`src/hdl/tsm_pkg.sv`:
```
// Package for the time sync message monitor.
// Holds character codes, sync and register codes, shared structs and the digit decoder.
// No dependencies.
package tsm_pkg;

   localparam int MESSAGE_BYTES_DEF = 20;

   localparam logic [7:0] CHAR_DOLLAR  = 8'h24;
   localparam logic [7:0] CHAR_G_UPPER = 8'h47;
   localparam logic [7:0] CHAR_G_LOWER = 8'h67;
   localparam logic [7:0] CHAR_P_UPPER = 8'h50;
   localparam logic [7:0] CHAR_P_LOWER = 8'h70;
   localparam logic [7:0] CHAR_S_UPPER = 8'h53;
   localparam logic [7:0] CHAR_S_LOWER = 8'h73;
   localparam logic [7:0] CHAR_A_UPPER = 8'h41;
   localparam logic [7:0] CHAR_ONE     = 8'h31;
   localparam logic [7:0] ASCII_ZERO   = 8'd48;
   localparam logic [7:0] SECOND_LIMIT = 8'd56;

   localparam logic [7:0] SAVE_RELOAD_RST      = 8'd60;
   localparam logic [7:0] SAVE_READY_LEVEL_RST = 8'd0;
   localparam logic [7:0] LINK_RELOAD_RST      = 8'd10;
   localparam logic       LINK_IDLE_RST        = 1'b0;

   localparam int CSR_DATA_W = 8;

   typedef enum logic [1:0] {
      SYNC_RED   = 2'd0,
      SYNC_GREEN = 2'd1,
      SYNC_BOTH  = 2'd2
   } sync_type;

   typedef enum logic [1:0] {
      CSR_SAVE_RELOAD      = 2'd0,
      CSR_SAVE_READY_LEVEL = 2'd1,
      CSR_LINK_RELOAD      = 2'd2,
      CSR_LINK_IDLE        = 2'd3
   } csr_index_type;

   typedef struct packed {
      logic [7:0] save_reload;
      logic [7:0] save_ready_level;
      logic [7:0] link_timeout_reload;
      logic       link_idle_value;
   } cfg_type;

   typedef struct packed {
      logic       header_ok;
      logic [3:0] health;
      logic [7:0] hour;
      logic [7:0] minute;
      logic [7:0] second;
      logic [7:0] day;
      logic [7:0] month;
      logic [7:0] year;
   } msg_type;

   typedef struct packed {
      sync_type   lock_state;
      logic       link_up;
      logic       message_ok;
      logic [3:0] health_flags;
      logic       rtc_write;
      logic [7:0] hour_value;
      logic [7:0] minute_value;
      logic [7:0] second_value;
      logic [7:0] day_value;
      logic [7:0] month_value;
      logic [7:0] year_value;
   } rsp_type;

   function automatic logic [7:0] two_digits(input logic [7:0] tens_char,
                                             input logic [7:0] units_char);
      logic [7:0] tens;
      logic [7:0] units;
      tens  = tens_char - ASCII_ZERO;
      units = units_char - ASCII_ZERO;
      return (tens << 3) + (tens << 1) + units;
   endfunction

endpackage

```
`src/hdl/tsm_store.sv`:
```
// Message byte store and write position for the time sync message monitor.
// Merges the current byte, checks the header and decodes time and health fields.
// Depends on tsm_pkg.
module tsm_store #(
   parameter int MESSAGE_BYTES = tsm_pkg::MESSAGE_BYTES_DEF
) (
   input  logic             clock,
   input  logic             reset,
   input  logic             step,
   input  logic             op,
   input  logic [7:0]       msg_byte,
   input  logic             msg_last,
   output tsm_pkg::msg_type msg
);
   import tsm_pkg::*;

   localparam int POS_W = $clog2(MESSAGE_BYTES + 1);

   logic [POS_W-1:0] pos_ff, pos_in;
   logic [7:0]       store_ff [MESSAGE_BYTES];
   logic [7:0]       store_in [MESSAGE_BYTES];
   logic [7:0]       view     [MESSAGE_BYTES];

   always_comb begin
      for (int i = 0; i < MESSAGE_BYTES; i++) begin
         view[i] = (pos_ff == POS_W'(i)) ? msg_byte : store_ff[i];
      end
   end

   always_comb begin
      pos_in = pos_ff;
      for (int i = 0; i < MESSAGE_BYTES; i++) begin
         store_in[i] = store_ff[i];
      end
      if (step && !op) begin
         if (msg_last) begin
            pos_in = '0;
            for (int i = 0; i < MESSAGE_BYTES; i++) begin
               store_in[i] = '0;
            end
         end else begin
            for (int i = 0; i < MESSAGE_BYTES; i++) begin
               store_in[i] = view[i];
            end
            if (pos_ff != POS_W'(MESSAGE_BYTES)) begin
               pos_in = pos_ff + POS_W'(1);
            end
         end
      end
   end

   always_ff @(posedge clock) begin
      if (reset) begin
         pos_ff <= '0;
         for (int i = 0; i < MESSAGE_BYTES; i++) begin
            store_ff[i] <= '0;
         end
      end else begin
         pos_ff <= pos_in;
         for (int i = 0; i < MESSAGE_BYTES; i++) begin
            store_ff[i] <= store_in[i];
         end
      end
   end

   always_comb begin
      msg.header_ok = (view[0] == CHAR_DOLLAR) &&
                      (view[1] == CHAR_G_UPPER || view[1] == CHAR_G_LOWER) &&
                      (view[2] == CHAR_P_UPPER || view[2] == CHAR_P_LOWER) &&
                      (view[3] == CHAR_S_UPPER || view[3] == CHAR_S_LOWER);
      msg.health    = {view[19] == CHAR_ONE, view[18] == CHAR_ONE,
                       view[17] == CHAR_A_UPPER, view[16] == CHAR_A_UPPER};
      msg.hour      = two_digits(view[4], view[5]);
      msg.minute    = two_digits(view[6], view[7]);
      msg.second    = two_digits(view[8], view[9]);
      msg.day       = two_digits(view[10], view[11]);
      msg.month     = two_digits(view[12], view[13]);
      msg.year      = two_digits(view[14], view[15]);
   end

endmodule

```
`src/hdl/tsm_core.sv`:
```
// Sync, link and save countdown state of the time sync message monitor.
// Applies ticks and completed messages and forms the result item.
// Depends on tsm_pkg.
module tsm_core (
   input  logic             clock,
   input  logic             reset,
   input  logic             step,
   input  logic             op,
   input  logic             msg_last,
   input  tsm_pkg::msg_type msg,
   input  tsm_pkg::cfg_type cfg,
   output tsm_pkg::rsp_type rsp
);
   import tsm_pkg::*;

   logic [7:0] save_cd_ff, save_cd_in;
   logic [7:0] link_cd_ff, link_cd_in;
   logic [7:0] link_cd_dec;
   sync_type   status_ff, status_in;
   logic       link_ff, link_in;
   logic [3:0] health_ff, health_in;
   logic       msg_ok;
   logic       rtc;

   always_comb begin
      save_cd_in  = save_cd_ff;
      link_cd_in  = link_cd_ff;
      status_in   = status_ff;
      link_in     = link_ff;
      health_in   = health_ff;
      msg_ok      = 1'b0;
      rtc         = 1'b0;
      link_cd_dec = (link_cd_ff > 8'd1) ? link_cd_ff - 8'd1 : link_cd_ff;
      if (op) begin
         if (save_cd_ff > cfg.save_ready_level) begin
            save_cd_in = save_cd_ff - 8'd1;
         end
         if (link_cd_dec == 8'd1) begin
            status_in  = SYNC_RED;
            link_cd_in = {7'd0, cfg.link_idle_value};
            link_in    = 1'b0;
         end else begin
            link_cd_in = link_cd_dec;
         end
      end else if (msg_last && msg.header_ok) begin
         msg_ok = 1'b1;
         if (save_cd_ff == cfg.save_ready_level) begin
            save_cd_in = cfg.save_reload;
            rtc        = (msg.second < SECOND_LIMIT);
         end
         status_in  = (msg.health[0] || msg.health[1]) ? SYNC_GREEN : SYNC_BOTH;
         link_cd_in = cfg.link_timeout_reload;
         link_in    = 1'b1;
         health_in  = msg.health;
      end
   end

   always_comb begin
      rsp.lock_state   = status_in;
      rsp.link_up      = link_in;
      rsp.message_ok   = msg_ok;
      rsp.health_flags = health_in;
      rsp.rtc_write    = rtc;
      rsp.hour_value   = msg_ok ? msg.hour   : 8'd0;
      rsp.minute_value = msg_ok ? msg.minute : 8'd0;
      rsp.second_value = msg_ok ? msg.second : 8'd0;
      rsp.day_value    = msg_ok ? msg.day    : 8'd0;
      rsp.month_value  = msg_ok ? msg.month  : 8'd0;
      rsp.year_value   = msg_ok ? msg.year   : 8'd0;
   end

   always_ff @(posedge clock) begin
      if (reset) begin
         save_cd_ff <= SAVE_RELOAD_RST;
         link_cd_ff <= {7'd0, LINK_IDLE_RST};
         status_ff  <= SYNC_RED;
         link_ff    <= 1'b0;
         health_ff  <= '0;
      end else if (step) begin
         save_cd_ff <= save_cd_in;
         link_cd_ff <= link_cd_in;
         status_ff  <= status_in;
         link_ff    <= link_in;
         health_ff  <= health_in;
      end
   end

   a_link_follows_status: assert property (@(posedge clock) disable iff (reset)
      !link_ff |-> status_ff == SYNC_RED)
      else $error("link down while sync not red");

   a_tick_no_msg: assert property (@(posedge clock) disable iff (reset)
      (step && op) |-> !msg_ok && !rtc)
      else $error("tick produced message result");

   a_msg_loads_timeout: assert property (@(posedge clock) disable iff (reset)
      (step && msg_ok) |=> link_cd_ff == $past(cfg.link_timeout_reload) && link_ff)
      else $error("link timeout not reloaded on message");

endmodule

```
`src/hdl/time_sync_message_monitor.sv`:
```
// Top level of the time sync message monitor: configuration registers,
// input register, result register and handshakes. Depends on tsm_pkg,
// tsm_store and tsm_core.
//
//   channel  direction  handshake              payload
//   req      in         req_valid / req_ready  req_op, req_msg_byte, req_msg_last
//   rsp      out        rsp_valid / rsp_ready  rsp_lock_state ... rsp_year_value
//   csr      in         csr_wr_en              csr_index, csr_wdata
//
// One item per cycle sustained while the result register is not stalled by rsp_ready;
// an accepted item passes the input register, then store/decode/state logic, then the result register.
// Reset clears control state, the byte store and loads register defaults.
// A stalled result holds the pipeline; req_ready drops only when both stages are full.
module time_sync_message_monitor #(
   parameter int MESSAGE_BYTES = tsm_pkg::MESSAGE_BYTES_DEF
) (
   input  logic                            clock,
   input  logic                            reset,
   input  logic                            req_valid,
   output logic                            req_ready,
   input  logic                            req_op,
   input  logic [7:0]                      req_msg_byte,
   input  logic                            req_msg_last,
   output logic                            rsp_valid,
   input  logic                            rsp_ready,
   output logic [1:0]                      rsp_lock_state,
   output logic                            rsp_link_up,
   output logic                            rsp_message_ok,
   output logic [3:0]                      rsp_health_flags,
   output logic                            rsp_rtc_write,
   output logic [7:0]                      rsp_hour_value,
   output logic [7:0]                      rsp_minute_value,
   output logic [7:0]                      rsp_second_value,
   output logic [7:0]                      rsp_day_value,
   output logic [7:0]                      rsp_month_value,
   output logic [7:0]                      rsp_year_value,
   input  logic                            csr_wr_en,
   input  logic [1:0]                      csr_index,
   input  logic [tsm_pkg::CSR_DATA_W-1:0]  csr_wdata
);
   import tsm_pkg::*;

   cfg_type    cfg_ff, cfg_in;
   logic       in_valid_ff, in_valid_in;
   logic       op_ff;
   logic [7:0] byte_ff;
   logic       last_ff;
   logic       rsp_valid_ff, rsp_valid_in;
   rsp_type    rsp_ff;
   rsp_type    rsp_in;
   msg_type    msg;
   logic       advance;
   logic       step;
   logic       req_take;

   assign advance   = !rsp_valid_ff || rsp_ready;
   assign req_ready = !in_valid_ff || advance;
   assign step      = in_valid_ff && advance;
   assign req_take  = req_valid && req_ready;

   always_comb begin
      cfg_in = cfg_ff;
      if (csr_wr_en) begin
         case (csr_index)
            CSR_SAVE_RELOAD:      cfg_in.save_reload         = csr_wdata[7:0];
            CSR_SAVE_READY_LEVEL: cfg_in.save_ready_level    = csr_wdata[7:0];
            CSR_LINK_RELOAD:      cfg_in.link_timeout_reload = csr_wdata[7:0];
            CSR_LINK_IDLE:        cfg_in.link_idle_value     = csr_wdata[0];
            default:              cfg_in = cfg_ff;
         endcase
      end
   end

   always_comb begin
      in_valid_in = in_valid_ff;
      if (req_take) begin
         in_valid_in = 1'b1;
      end else if (step) begin
         in_valid_in = 1'b0;
      end
      rsp_valid_in = rsp_valid_ff;
      if (step) begin
         rsp_valid_in = 1'b1;
      end else if (rsp_ready) begin
         rsp_valid_in = 1'b0;
      end
   end

   always_ff @(posedge clock) begin
      if (reset) begin
         cfg_ff.save_reload         <= SAVE_RELOAD_RST;
         cfg_ff.save_ready_level    <= SAVE_READY_LEVEL_RST;
         cfg_ff.link_timeout_reload <= LINK_RELOAD_RST;
         cfg_ff.link_idle_value     <= LINK_IDLE_RST;
         in_valid_ff                <= 1'b0;
         rsp_valid_ff               <= 1'b0;
      end else begin
         cfg_ff       <= cfg_in;
         in_valid_ff  <= in_valid_in;
         rsp_valid_ff <= rsp_valid_in;
      end
   end

   always_ff @(posedge clock) begin
      if (req_take) begin
         op_ff   <= req_op;
         byte_ff <= req_msg_byte;
         last_ff <= req_msg_last;
      end
      if (step) begin
         rsp_ff <= rsp_in;
      end
   end

   tsm_store #(
      .MESSAGE_BYTES (MESSAGE_BYTES)
   ) u_store (
      .clock    (clock),
      .reset    (reset),
      .step     (step),
      .op       (op_ff),
      .msg_byte (byte_ff),
      .msg_last (last_ff),
      .msg      (msg)
   );

   tsm_core u_core (
      .clock    (clock),
      .reset    (reset),
      .step     (step),
      .op       (op_ff),
      .msg_last (last_ff),
      .msg      (msg),
      .cfg      (cfg_ff),
      .rsp      (rsp_in)
   );

   assign rsp_valid        = rsp_valid_ff;
   assign rsp_lock_state   = rsp_ff.lock_state;
   assign rsp_link_up      = rsp_ff.link_up;
   assign rsp_message_ok   = rsp_ff.message_ok;
   assign rsp_health_flags = rsp_ff.health_flags;
   assign rsp_rtc_write    = rsp_ff.rtc_write;
   assign rsp_hour_value   = rsp_ff.hour_value;
   assign rsp_minute_value = rsp_ff.minute_value;
   assign rsp_second_value = rsp_ff.second_value;
   assign rsp_day_value    = rsp_ff.day_value;
   assign rsp_month_value  = rsp_ff.month_value;
   assign rsp_year_value   = rsp_ff.year_value;

   a_rtc_needs_msg: assert property (@(posedge clock) disable iff (reset)
      (rsp_valid && rsp_rtc_write) |-> rsp_message_ok)
      else $error("rtc write without valid message");

   a_msg_sets_link: assert property (@(posedge clock) disable iff (reset)
      (rsp_valid && rsp_message_ok) |-> rsp_link_up && rsp_lock_state != SYNC_RED)
      else $error("valid message left link down");

   a_no_time_without_msg: assert property (@(posedge clock) disable iff (reset)
      (rsp_valid && !rsp_message_ok) |-> rsp_hour_value == 8'd0 &&
                                         rsp_second_value == 8'd0 && !rsp_rtc_write)
      else $error("time fields set without message");

   a_step_fills_rsp: assert property (@(posedge clock) disable iff (reset)
      step |=> rsp_valid_ff)
      else $error("processed item lost");

endmodule
```
`config.mk`:
```
export PLATFORM = sky130hd
export DESIGN_NAME = time_sync_message_monitor
export DESIGN_NICKNAME = d
export VERILOG_FILES = /design/src/hdl/tsm_pkg.sv /design/src/hdl/tsm_store.sv /design/src/hdl/tsm_core.sv /design/src/hdl/time_sync_message_monitor.sv
export SDC_FILE = /design/constraint.sdc
export NUM_CORES = 1
export LEC_CHECK = 0
export ABC_AREA = 1
export BUFFER_PORTS_ARGS = -buffer_cell sky130_fd_sc_hd__buf_4
export CAP_MARGIN = 20
export CORE_MARGIN = 2
export CORE_UTILIZATION = 45
export CTS_BUF_LIST = sky130_fd_sc_hd__clkbuf_4 sky130_fd_sc_hd__clkbuf_8
export CTS_CLUSTER_SIZE = 40
export DETAILED_ROUTE_END_ITERATION = 8
export PLACE_DENSITY = 0.68
export SLEW_MARGIN = 20
export SYNTH_ARGS = -nofsm -noshare
export SYNTH_HDL_FRONTEND = slang
export SYNTH_SLANG_ARGS = --single-unit
export TNS_END_PERCENT = 1
```
`constraint.sdc`:
```
create_clock -name clock -period 10.9 [get_ports clock]
set_clock_uncertainty 0.1 [all_clocks]
set_input_delay 0.545 -clock clock [delete_from_list [all_inputs] [get_ports clock]]
set_output_delay 0.545 -clock clock [all_outputs]
set_load 0.01 [all_outputs]
```
==> results.json, run 1 <==
{
  "hold_path.class": "primary input to flip-flop",
  "ctsHoldBuffers": 0,
  "power_density_nw_per_um2": 131,
  "syn_inst": 2094,
  "grt_setup_unrepaired": "no",
  "tritoncts": "built",
  "layout.cells.most_common": "nand2_1",
  "viasPerCell": 5.00,
  "worstMarginPinSlew_ps": 1020,
  "clock_latency_ps": 590,
  "utilization_pct": 51.6,
  "ys.flop_type": "dfxtp_1",
  "cts_buffers": 48,
  "seq_power_share_pct": 47.2,
  "finalCriticalPeriod_ps": 4790,
  "syn_nets": 2237,
  "die-area_sq_um": 35600,
  "overflow": 0,
  "die_y_microns": 189,
  "r2r_slack_ps": 6110,
  "synth_edf_count": 67,
  "ant_nets": 0,
  "cp_max_fo": 14,
  "fin_tns_setup_ps": 0,
  "maxSlewHeadroom_pct": 31.9,
  "switching_share_pct": 24.0,
  "drtIter0Drc": 1119,
  "mostFrequentLayoutCells": "653 x nand2_1, 277 x inv_1, 206 x dfxtp_1",
  "ctsRootBufferMaster": "clkbuf_8",
  "power_leakage_nw": 7.66,
  "syn_to_final_growth_pct": 12.7,
  "gp_congestion": 0.864,
  "syn-cell-area_sq_um": 15300,
  "cts_resized": 0,
  "cp.arrival_ps": 4990,
  "rows": 67,
  "grt_pass1_wl_microns": 60200,
  "antenna_found_initial": 0,
  "wl_microns": 36600,
  "htreeDepth": 2,
  "timing.rr.end": "rsp_year_value[7]$_SDFFCE_PN0P_",
  "post_cts_buffers": 0,
  "async_reset_ff_share_pct": 0,
  "yosysWarnings": 0,
  "synth-seq-cells": 273,
  "pwr-share-comb_pct": 6.9,
  "grt_pass1_vias": 12300,
  "cts.sinks": 273,
  "clockBufferDepth": 3,
  "clk_pin_slew_worst_paths_ps": 60,
  "vias": 13100,
  "synth_top_area_cell": "dfxtp_1",
  "setup_viol": 0,
  "gr-usage-all-layers_pct": 20.6,
  "r2r-start": "u_store.pos_ff[0]$_SDFFE_PP0P_",
  "ir_drop_mv": 0.0809,
  "fin_crit_sh_pct": 43.9,
  "yosysSeqAreaShare_pct": 40.0,
  "firstDrtPassIters": 6,
  "power.switching_w": 0.000545,
  "die_x_microns": 189,
  "layout.nets": 2284,
  "finalMaxSlewViolations": 0,
  "port_buffers": 83,
  "cellInternalPower_w": 0.00173,
  "end_kind": "flip-flop",
  "min_path_cells": 1,
  "ios": 84,
  "hp-start": "req_op",
  "coreArea_sq_um": 33500,
  "cp-start-kind": "flip-flop",
  "report.final.hold_viol_count": 0,
  "drc": 0,
  "synthDistinctLibCells": 42,
  "avgSynthCellArea_sq_um": 7.32,
  "grt_max_degree": 108,
  "worstRegToRegCells": 20,
  "maxCapViolCount": 0,
  "critical_path_class": "flip-flop to flip-flop",
  "start_util_pct": 45.7,
  "antenna_cells": 0,
  "status": "finished clean",
  "clock.fmax_mhz": 209,
  "synth.top_cell.area_share_pct": 26.9,
  "synthTopCellsByArea": "dfxtp_1 27%, nand2_1 16%, edfxtp_1 13%, ha_1 7.2%, inv_1 6.8%",
  "required_ps": 11100,
  "routedWlPerCell_microns": 13.9,
  "clockPowerShare_pct": 45.9,
  "hold_end": "op_ff$_DFFE_PP_",
  "dp_hpwl_microns": 23800,
  "drive_gt1_share_pct": 10.1
}
==> synthesized netlist by cell type (all sizes together), types with 3 or more instances <==
library cell and number:
nand2 662, inv 284, dfxtp 206, a21oi 202, o21ai 153, nor2 132
ha 88, nand3 85, clkbuf 82, edfxtp 67, xor2 35, fa 30
buf 17, xnor2 15, nand4 9, o21a 6, o211ai 4, nor3 3
==> worst max-delay path, stage by stage, from the launching register on <==
cell and delay [ps]:
dfxtp_1 330, inv_1 130, ha_1 220, inv_1 60, nor2_2 340, nand2_1 380
o21ai_0 420, inv_1 100, fa_1 490, inv_1 50, ha_1 300, ha_1 230
fa_1 390, nand2_1 80, inv_1 50, o21ai_0 140, nand2_1 80, xnor2_1 190
xor2_1 210, xor2_1 150, nor2_1 50
==> final cells by class <==
cell class / count / area [sq um]
Fill cell: 3300 / 16200
Sequential cell: 273 / 6140
Clock inverter: 8 / 95.1
Inverter: 286 / 1080
Tap cell: 448 / 561
Timing Repair Buffer: 96 / 724
Multi-Input combinational cell: 1436 / 7700
Clock buffer: 81 / 990
==> through the flow <==
| step | hold WS, ps | cells | total power (W) | setup slack (ps) | cell area, sq um |
|---|---|---|---|---|---|
| global route | 7.43 | 2628 | 0.00237 | 5810 | 17300 |
| CTS | 3.10 | 2628 | 0.00230 | 6140 | 17300 |
| floorplan | 325 | 2094 | 0.00119 | 6860 | 15300 |
| finish | 38.0 | 2628 | 0.00227 | 6110 | 17300 |
| global placement | 342 | 2539 | 0.00125 | 6420 | 16200 |
| detailed placement | 349 | 2539 | 0.00125 | 6160 | 16200 |
==> sequential cells by signal, indices dropped and copies added (netlist names), 2 cells and up <==
register and flops:
u_store.store_ff 151, cfg_ff 25, byte_ff 8, rsp_day_value 8, rsp_hour_value 8, rsp_minute_value 8, rsp_month_value 8, rsp_second_value 8
rsp_year_value 8, u_core.link_cd_ff 8, u_core.save_cd_ff 8, u_store.pos_ff 5, rsp_health_flags 4, u_core.health_ff 4, rsp_lock_state 2, u_core.status_ff 2
==> power groups by stage <==
stage | Combinational [W] | Clock (W) | Sequential, W
6_report | 0.000157 | 0.00104 | 0.00107
5_1_grt | 0.000175 | 0.00112 | 0.00107
4_1_cts | 0.000158 | 0.00107 | 0.00107
3_5_place_dp | 0.000157 | 0 | 0.00109
3_3_place_gp | 0.000155 | 0 | 0.00109
2_1_floorplan | 0.0000913 | 0 | 0.00110
==> per-layer routing <==
layer,routed length (microns),GRT usage (%),part of all wire (%),vias up
met3,2050,3.30,5.6,63
li1,-,-,-,6721
met5,0,0,0,-
met2,17200,34.9,47,319
met1,16600,27.0,45,6045
met4,855,6.67,2.3,0
==> worst max-delay path by stage <==
| stage | startpoint | to | cells past startpoint |
|---|---|---|---|
| 5_1_grt | u_store.pos_ff[0]$_SDFFE_PP0P_ | rsp_minute_value[7]$_SDFFCE_PN0P_ | 17 |
| 3_3_place_gp | u_store.pos_ff[0]$_SDFFE_PP0P_ | rsp_day_value[7]$_SDFFCE_PN0P_ | 17 |
| 2_1_floorplan | u_store.pos_ff[1]$_SDFFE_PP0P_ | rsp_hour_value[7]$_SDFFCE_PN0P_ | 18 |
| 6_report | u_store.pos_ff[0]$_SDFFE_PP0P_ | rsp_year_value[7]$_SDFFCE_PN0P_ | 20 |
| 4_1_cts | u_store.pos_ff[0]$_SDFFE_PP0P_ | rsp_year_value[7]$_SDFFCE_PN0P_ | 20 |
| 3_5_place_dp | u_store.pos_ff[0]$_SDFFE_PP0P_ | rsp_year_value[7]$_SDFFCE_PN0P_ | 20 |
==> kinds of logic (layout without fill, tap and decap cells) <==
| family | count (synthesis) | in the layout | synth area share (%) |
|---|---|---|---|
| AO/OA/AOI/OAI | 369 | 369 | 12.3 |
| buffers and inverters | 385 | 471 | 9.81 |
| AND/OR/NAND/NOR | 899 | 899 | 24.0 |
| XOR/XNOR | 50 | 50 | 2.86 |
| flip-flops | 273 | 273 | 40.0 |
| adder cells (fa/ha/maj) | 118 | 118 | 11.1 |
(Power assumes the default switching activity.)
==> inputs of run 2 (changes only) <==
- clock period: 10.9 -> 4.5 ns (I/O delays scaled with it)
==> results.json, run 2 (synthesized netlist as in run 1, its figures left out) <==
{
  "tritoncts": "built",
  "reg_top3": "u_store.store_ff (151), cfg_ff (25)",
  "cp_max_fo": 14,
  "finalMaxSlewViolations": 0,
  "grt_max_degree": 116,
  "hp-start": "reset",
  "start_util_pct": 45.7,
  "wl_microns": 37900,
  "drive_gt1_share_pct": 11.8,
  "clk_pin_slew_worst_paths_ps": 60,
  "syn_to_final_growth_pct": 16.7,
  "fin_tns_setup_ps": 0,
  "setup_slack_ps": 242,
  "viasPerCell": 5.03,
  "power_leakage_nw": 7.97,
  "port_buffers": 83,
  "fin_crit_sh_pct": 94.6,
  "seq_power_share_pct": 45.9,
  "end_kind": "flip-flop",
  "ios": 84,
  "maxSlewHeadroom_pct": 38.0,
  "instances_no_fill": 2691,
  "finalCriticalPeriod_ps": 4260,
  "fillers": 3176,
  "ant_nets": 0,
  "maxCapViolCount": 0,
  "pwr-share-comb_pct": 7.3,
  "gp_congestion": 0.899,
  "die_y_microns": 189,
  "ctsRootBufferMaster": "clkbuf_8",
  "largest_register_ff_count": 151,
  "worstMarginPinSlew_ps": 930,
  "clock.fmax_mhz": 235,
  "drtIter0Drc": 1014,
  "die-area_sq_um": 35600,
  "layout.nets": 2345,
  "ir_drop_mv": 0.195,
  "critPathLaunch": "u_store.pos_ff[0]$_SDFFE_PP0P_",
  "total_power_w": 0.00565,
  "switching_share_pct": 24.6,
  "vias": 13500,
  "grt_pass1_vias": 12500,
  "cp.arrival_ps": 4480,
  "regMostFlops": "u_store.store_ff",
  "setup_viol": 0,
  "hold_path.class": "primary input to flip-flop",
  "grt_setup_unrepaired": "yes",
  "r2r-start": "u_store.pos_ff[0]$_SDFFE_PP0P_",
  "rows": 67,
  "utilization_pct": 53.4,
  "overflow": 0,
  "coreArea_sq_um": 33500,
  "dp_hpwl_microns": 24900,
  "post-place-ws_ps": 133,
  "required_ps": 4720,
  "multi_input_area_sq_um": 7730,
  "final-seq-area_sq_um": 6140,
  "drc": 0,
  "dp_cells": 2572,
  "status": "finished clean",
  "htreeDepth": 2,
  "critical_path_class": "flip-flop to flip-flop",
  "antenna_found_initial": 0,
  "power.switching_w": 0.00139,
  "layout.cells.most_common": "nand2_1",
  "report.final.hold_viol_count": 0,
  "cp-start-kind": "flip-flop",
  "clockBufferDepth": 3,
  "clockPowerShare_pct": 46.7,
  "clock_latency_ps": 590,
  "die_x_microns": 189,
  "gr-usage-all-layers_pct": 21.2,
  "antenna_cells": 0,
  "cts_buffers": 50,
  "grt_pass1_wl_microns": 62100,
  "mostFrequentLayoutCells": "648 x nand2_1, 277 x inv_1, 206 x dfxtp_1",
  "routedWlPerCell_microns": 14.1,
  "firstDrtPassIters": 5,
  "cts.sinks": 273,
  "power_density_nw_per_um2": 316,
  "cellInternalPower_w": 0.00426
}
## run 2: cell count changes in the layout (fill, tap and decap cells not counted), moves of 5 or more
| cell | delta |
|---|---|
| o21ai_0 | -10 |
| o21ai_1 | +10 |
| dlygate4sd3_1 | +26 |
| clkbuf_8 | +5 |
| nand2_1 | -5 |
| clkbuf_4 | -5 |
| buf_4 | +33 |
## run 2: repair_timing
item	CTS	global route
endpoints found under the setup margin	0	7
buffers inserted	0	0
gates resized for setup	0	18
endpoints found under the hold margin	37	0
hold buffers	26	0
## run 2: critical path, stage by stage (launching register included)
cell      delay [ps]
dfxtp_1          330
inv_1            130
ha_1             210
inv_1             80
nor2_4           270
nand2_2          230
nand2_1          100
o21ai_0          150
fa_1             560
inv_1             40
ha_1             270
ha_1             160
inv_1             50
fa_1             420
o21ai_0          200
a21oi_1          100
xnor2_1          140
or2_2            290
nand3b_1          90
a21oi_1           60
## run 2: power by group through the flow
stage	logic (W)	registers [W]	clock network, W
global route	0.000453	0.00260	0.00281
detailed placement	0.000392	0.00265	0
global placement	0.000388	0.00265	0
floorplan	0.000221	0.00266	0
CTS	0.000411	0.00260	0.00270
finish	0.000414	0.00260	0.00264
## run 2: worst paths after layout
kind | endpoint | slack (ps) | cells past startpoint
worst max-delay path | rsp_month_value[7]$_SDFFCE_PN0P_ | 240 | 19
worst min-delay path | rsp_valid$_SDFFE_PP0P_ | 130 | 2
worst max register to register | rsp_month_value[7]$_SDFFCE_PN0P_ | 240 | 19
worst min register to register | cfg_ff[23]$_SDFFE_PP0P_ | 350 | 2
## run 2: layout make-up
type | count | area share (%)
multi-input cells | 1436 | 43.2
flip-flops and latches | 273 | 34.3
repair buffers | 155 | 6.94
inverters | 286 | 6.02
clock buffers | 81 | 5.71
well taps | 448 | 3.13
clock inverters | 12 | 0.685
## run 2: through the flow
step	hold WS (ps)	cell area (sq um)
floorplan	224	15300
global placement	304	16500
detailed placement	304	16500
CTS	135	17900
global route	174	17900
finish	129	17900
## run 2: routing by layer
layer | up-vias | GRT usage (%) | part of all wire [%]
li1 | 6841 | - | -
met1 | 6266 | 28.6 | 45
met2 | 351 | 35.3 | 48
met3 | 74 | 2.89 | 5.1
met4 | 0 | 6.73 | 2.5
met5 | - | 0 | 0
==> inputs of run 3 (changes only) <==
- ABC_AREA: 1 -> unset
==> results.json, run 3 <==
{
  "finalCriticalPeriod_ps": 4270,
  "overflow": 0,
  "grt_pass1_vias": 11500,
  "gp_congestion": 0.899,
  "ant_nets": 0,
  "clockBufferDepth": 3,
  "synth.top_cell.area_share_pct": 28.1,
  "synthTopCellsByArea": "dfxtp_1 28%, edfxtp_1 14%, ha_1 7.5%, a22oi_1 6.8%, nor2_1 6.1%",
  "crit_path_cell_trace": "inv_1 -> ha_2 -> nor4bb_1 -> buf_4 -> mux2_2 -> fa_1 -> ha_1 -> ha_1 -> fa_1 -> a21o_1 -> a21oi_1 -> xnor2_1 -> xnor2_1 -> nand2_1 -> nor3b_1",
  "worstMarginPinSlew_ps": 1040,
  "start_util_pct": 45.4,
  "synth_edf_count": 67,
  "syn-cell-area_sq_um": 14700,
  "finalMaxSlewViolations": 0,
  "largest_register_ff_count": 151,
  "cts.sinks": 273,
  "clock_latency_ps": 570,
  "critical_path_class": "flip-flop to flip-flop",
  "mostFrequentLayoutCells": "235 x nor2_1, 206 x dfxtp_1, 133 x a22oi_1",
  "wl_microns": 37100,
  "report.final.hold_viol_count": 0,
  "critPathTopFamily": "adder cells",
  "cts_buffers": 46,
  "antenna_cells": 0,
  "ys.flop_type": "dfxtp_1",
  "clk_pin_slew_worst_paths_ps": 70,
  "synth_commonest_cells": "237 x nor2_1, 206 x dfxtp_1, 133 x a22oi_1",
  "port_buffers": 83,
  "gr-usage-all-layers_pct": 22.0,
  "grt_setup_unrepaired": "yes",
  "grt_max_degree": 105,
  "htreeDepth": 2,
  "max_stage_delay_ps": 460,
  "post-place-ws_ps": 206,
  "layout.cells.most_common": "nor2_1",
  "hold_path.class": "primary input to flip-flop",
  "synthDistinctLibCells": 77,
  "synth.most_common_cell": "nor2_1",
  "worst-path-buf-inv": 2,
  "vias": 11800,
  "yosysSeqAreaShare_pct": 41.8,
  "cp_max_fo": 9,
  "setup_viol": 0,
  "die_y_microns": 185,
  "rows": 66,
  "clock.fmax_mhz": 234,
  "setup_slack_ps": 231,
  "regMostFlops": "u_store.store_ff",
  "status": "finished clean",
  "ios": 84,
  "synth_top_area_cell": "dfxtp_1",
  "end_kind": "flip-flop",
  "cp.arrival_ps": 4480,
  "utilization_pct": 53.0,
  "die-area_sq_um": 34100,
  "synth-seq-cells": 273,
  "antenna_found_initial": 0,
  "cp_slowest_cell": "fa_1",
  "firstDrtPassIters": 5,
  "viasPerCell": 5.58,
  "ir_drop_mv": 0.200,
  "tritoncts": "built",
  "power_leakage_nw": 6.88,
  "required_ps": 4710,
  "avgSynthCellArea_sq_um": 9.50,
  "syn_inst": 1545,
  "fin_crit_sh_pct": 94.9,
  "post_cts_buffers": 0,
  "grt_pass1_wl_microns": 59900,
  "drtIter0Drc": 952,
  "power_density_nw_per_um2": 318,
  "ctsRootBufferMaster": "clkbuf_8",
  "yosysWarnings": 0,
  "cp-start-kind": "flip-flop",
  "routedWlPerCell_microns": 17.5,
  "fillers": 2976,
  "drive_gt1_share_pct": 16.4,
  "maxCapViolCount": 0,
  "maxSlewHeadroom_pct": 30.4,
  "die_x_microns": 185,
  "async_reset_ff_share_pct": 0,
  "syn_nets": 1688,
  "coreArea_sq_um": 32400,
  "drc": 0,
  "syn_to_final_growth_pct": 16.8,
  "layout.nets": 1778,
  "dp_hpwl_microns": 24200,
  "reg_top3": "u_store.store_ff (151), cfg_ff (25)"
}
-- run 3: what timing repair did --
item	CTS	global route
hold buffers	24	0
gates resized for setup	0	3
hold endpoints to repair	37	0
endpoints found under the setup margin	0	3
-- run 3: cell families (layout without fill, tap and decap cells) --
logic type	count (synthesis)	count (layout)	synth area share, %
buf+inv	203	331	5.20
fa+ha+maj	118	118	11.6
mux	110	110	7.93
xor+xnor	46	46	2.93
flops	273	273	41.8
compound gates	299	299	14.1
simple gates	496	496	16.5
-- run 3: final timing paths --
check	startpoint	to	slack (ps)	cells past startpoint
worst max-delay path	u_store.pos_ff[0]$_SDFFE_PP0P_	rsp_day_value[7]$_SDFFCE_PN0P_	230	15
worst min-delay path	reset	cfg_ff[16]$_SDFFE_PP0P_	60	2
worst max register to register	u_store.pos_ff[0]$_SDFFE_PP0P_	rsp_day_value[7]$_SDFFCE_PN0P_	230	15
worst min register to register	cfg_ff[3]$_SDFFE_PP0P_	cfg_ff[3]$_SDFFE_PP0P_	360	2
-- run 3: per-stage QoR --
| stage | total power (W) | std cells | hold WS, ps | setup TNS (ps) | cell area [sq um] |
|---|---|---|---|---|---|
| floorplan | 0.00284 | 1545 | 224 | -27.3 | 14700 |
| global placement | 0.00298 | 2005 | 305 | 0 | 15800 |
| finish | 0.00546 | 2115 | 61.5 | 0 | 17100 |
| global route | 0.00564 | 2115 | 98.4 | -47.5 | 17100 |
| detailed placement | 0.00298 | 2005 | 305 | 0 | 15800 |
| CTS | 0.00551 | 2115 | 39.5 | 0 | 17100 |
-- run 3: layout make-up --
| cell class | instances | area (sq um) | area share (%) |
|---|---|---|---|
| timing repair buffer | 149 | 1190 | 6.97 |
| multi-input combinational | 1069 | 7840 | 45.7 |
| clock inverter | 12 | 108 | 0.628 |
| clock buffer | 74 | 956 | 5.58 |
| sequential | 273 | 6140 | 35.8 |
| tap | 442 | 553 | 3.23 |
| inverter | 96 | 360 | 2.10 |
-- run 3: per-layer routing --
| metal | vias to the layer above | track usage [%] | share of wire, % |
|---|---|---|---|
| met5 | - | 0 | 0 |
| met4 | 0 | 8.16 | 3.0 |
| met3 | 83 | 3.91 | 6.8 |
| met2 | 399 | 35.3 | 46 |
| met1 | 5658 | 29.8 | 45 |
| li1 | 5669 | - | - |
-- run 3: worst reg2reg max path: cells and delay by family, from the launching register on --
family	cells	cell delay (ps)
fa+ha+maj	5	1630
simple gates	3	480
mux	1	390
compound gates	2	370
buf+inv	2	360
flops	1	350
xor+xnor	2	330
-- run 3: report_power, final --
group | switching [W] | internal, W
Clock | 0.00104 | 0.00146
Combinational | 0.000221 | 0.000127
Sequential | 0.0000455 | 0.00256
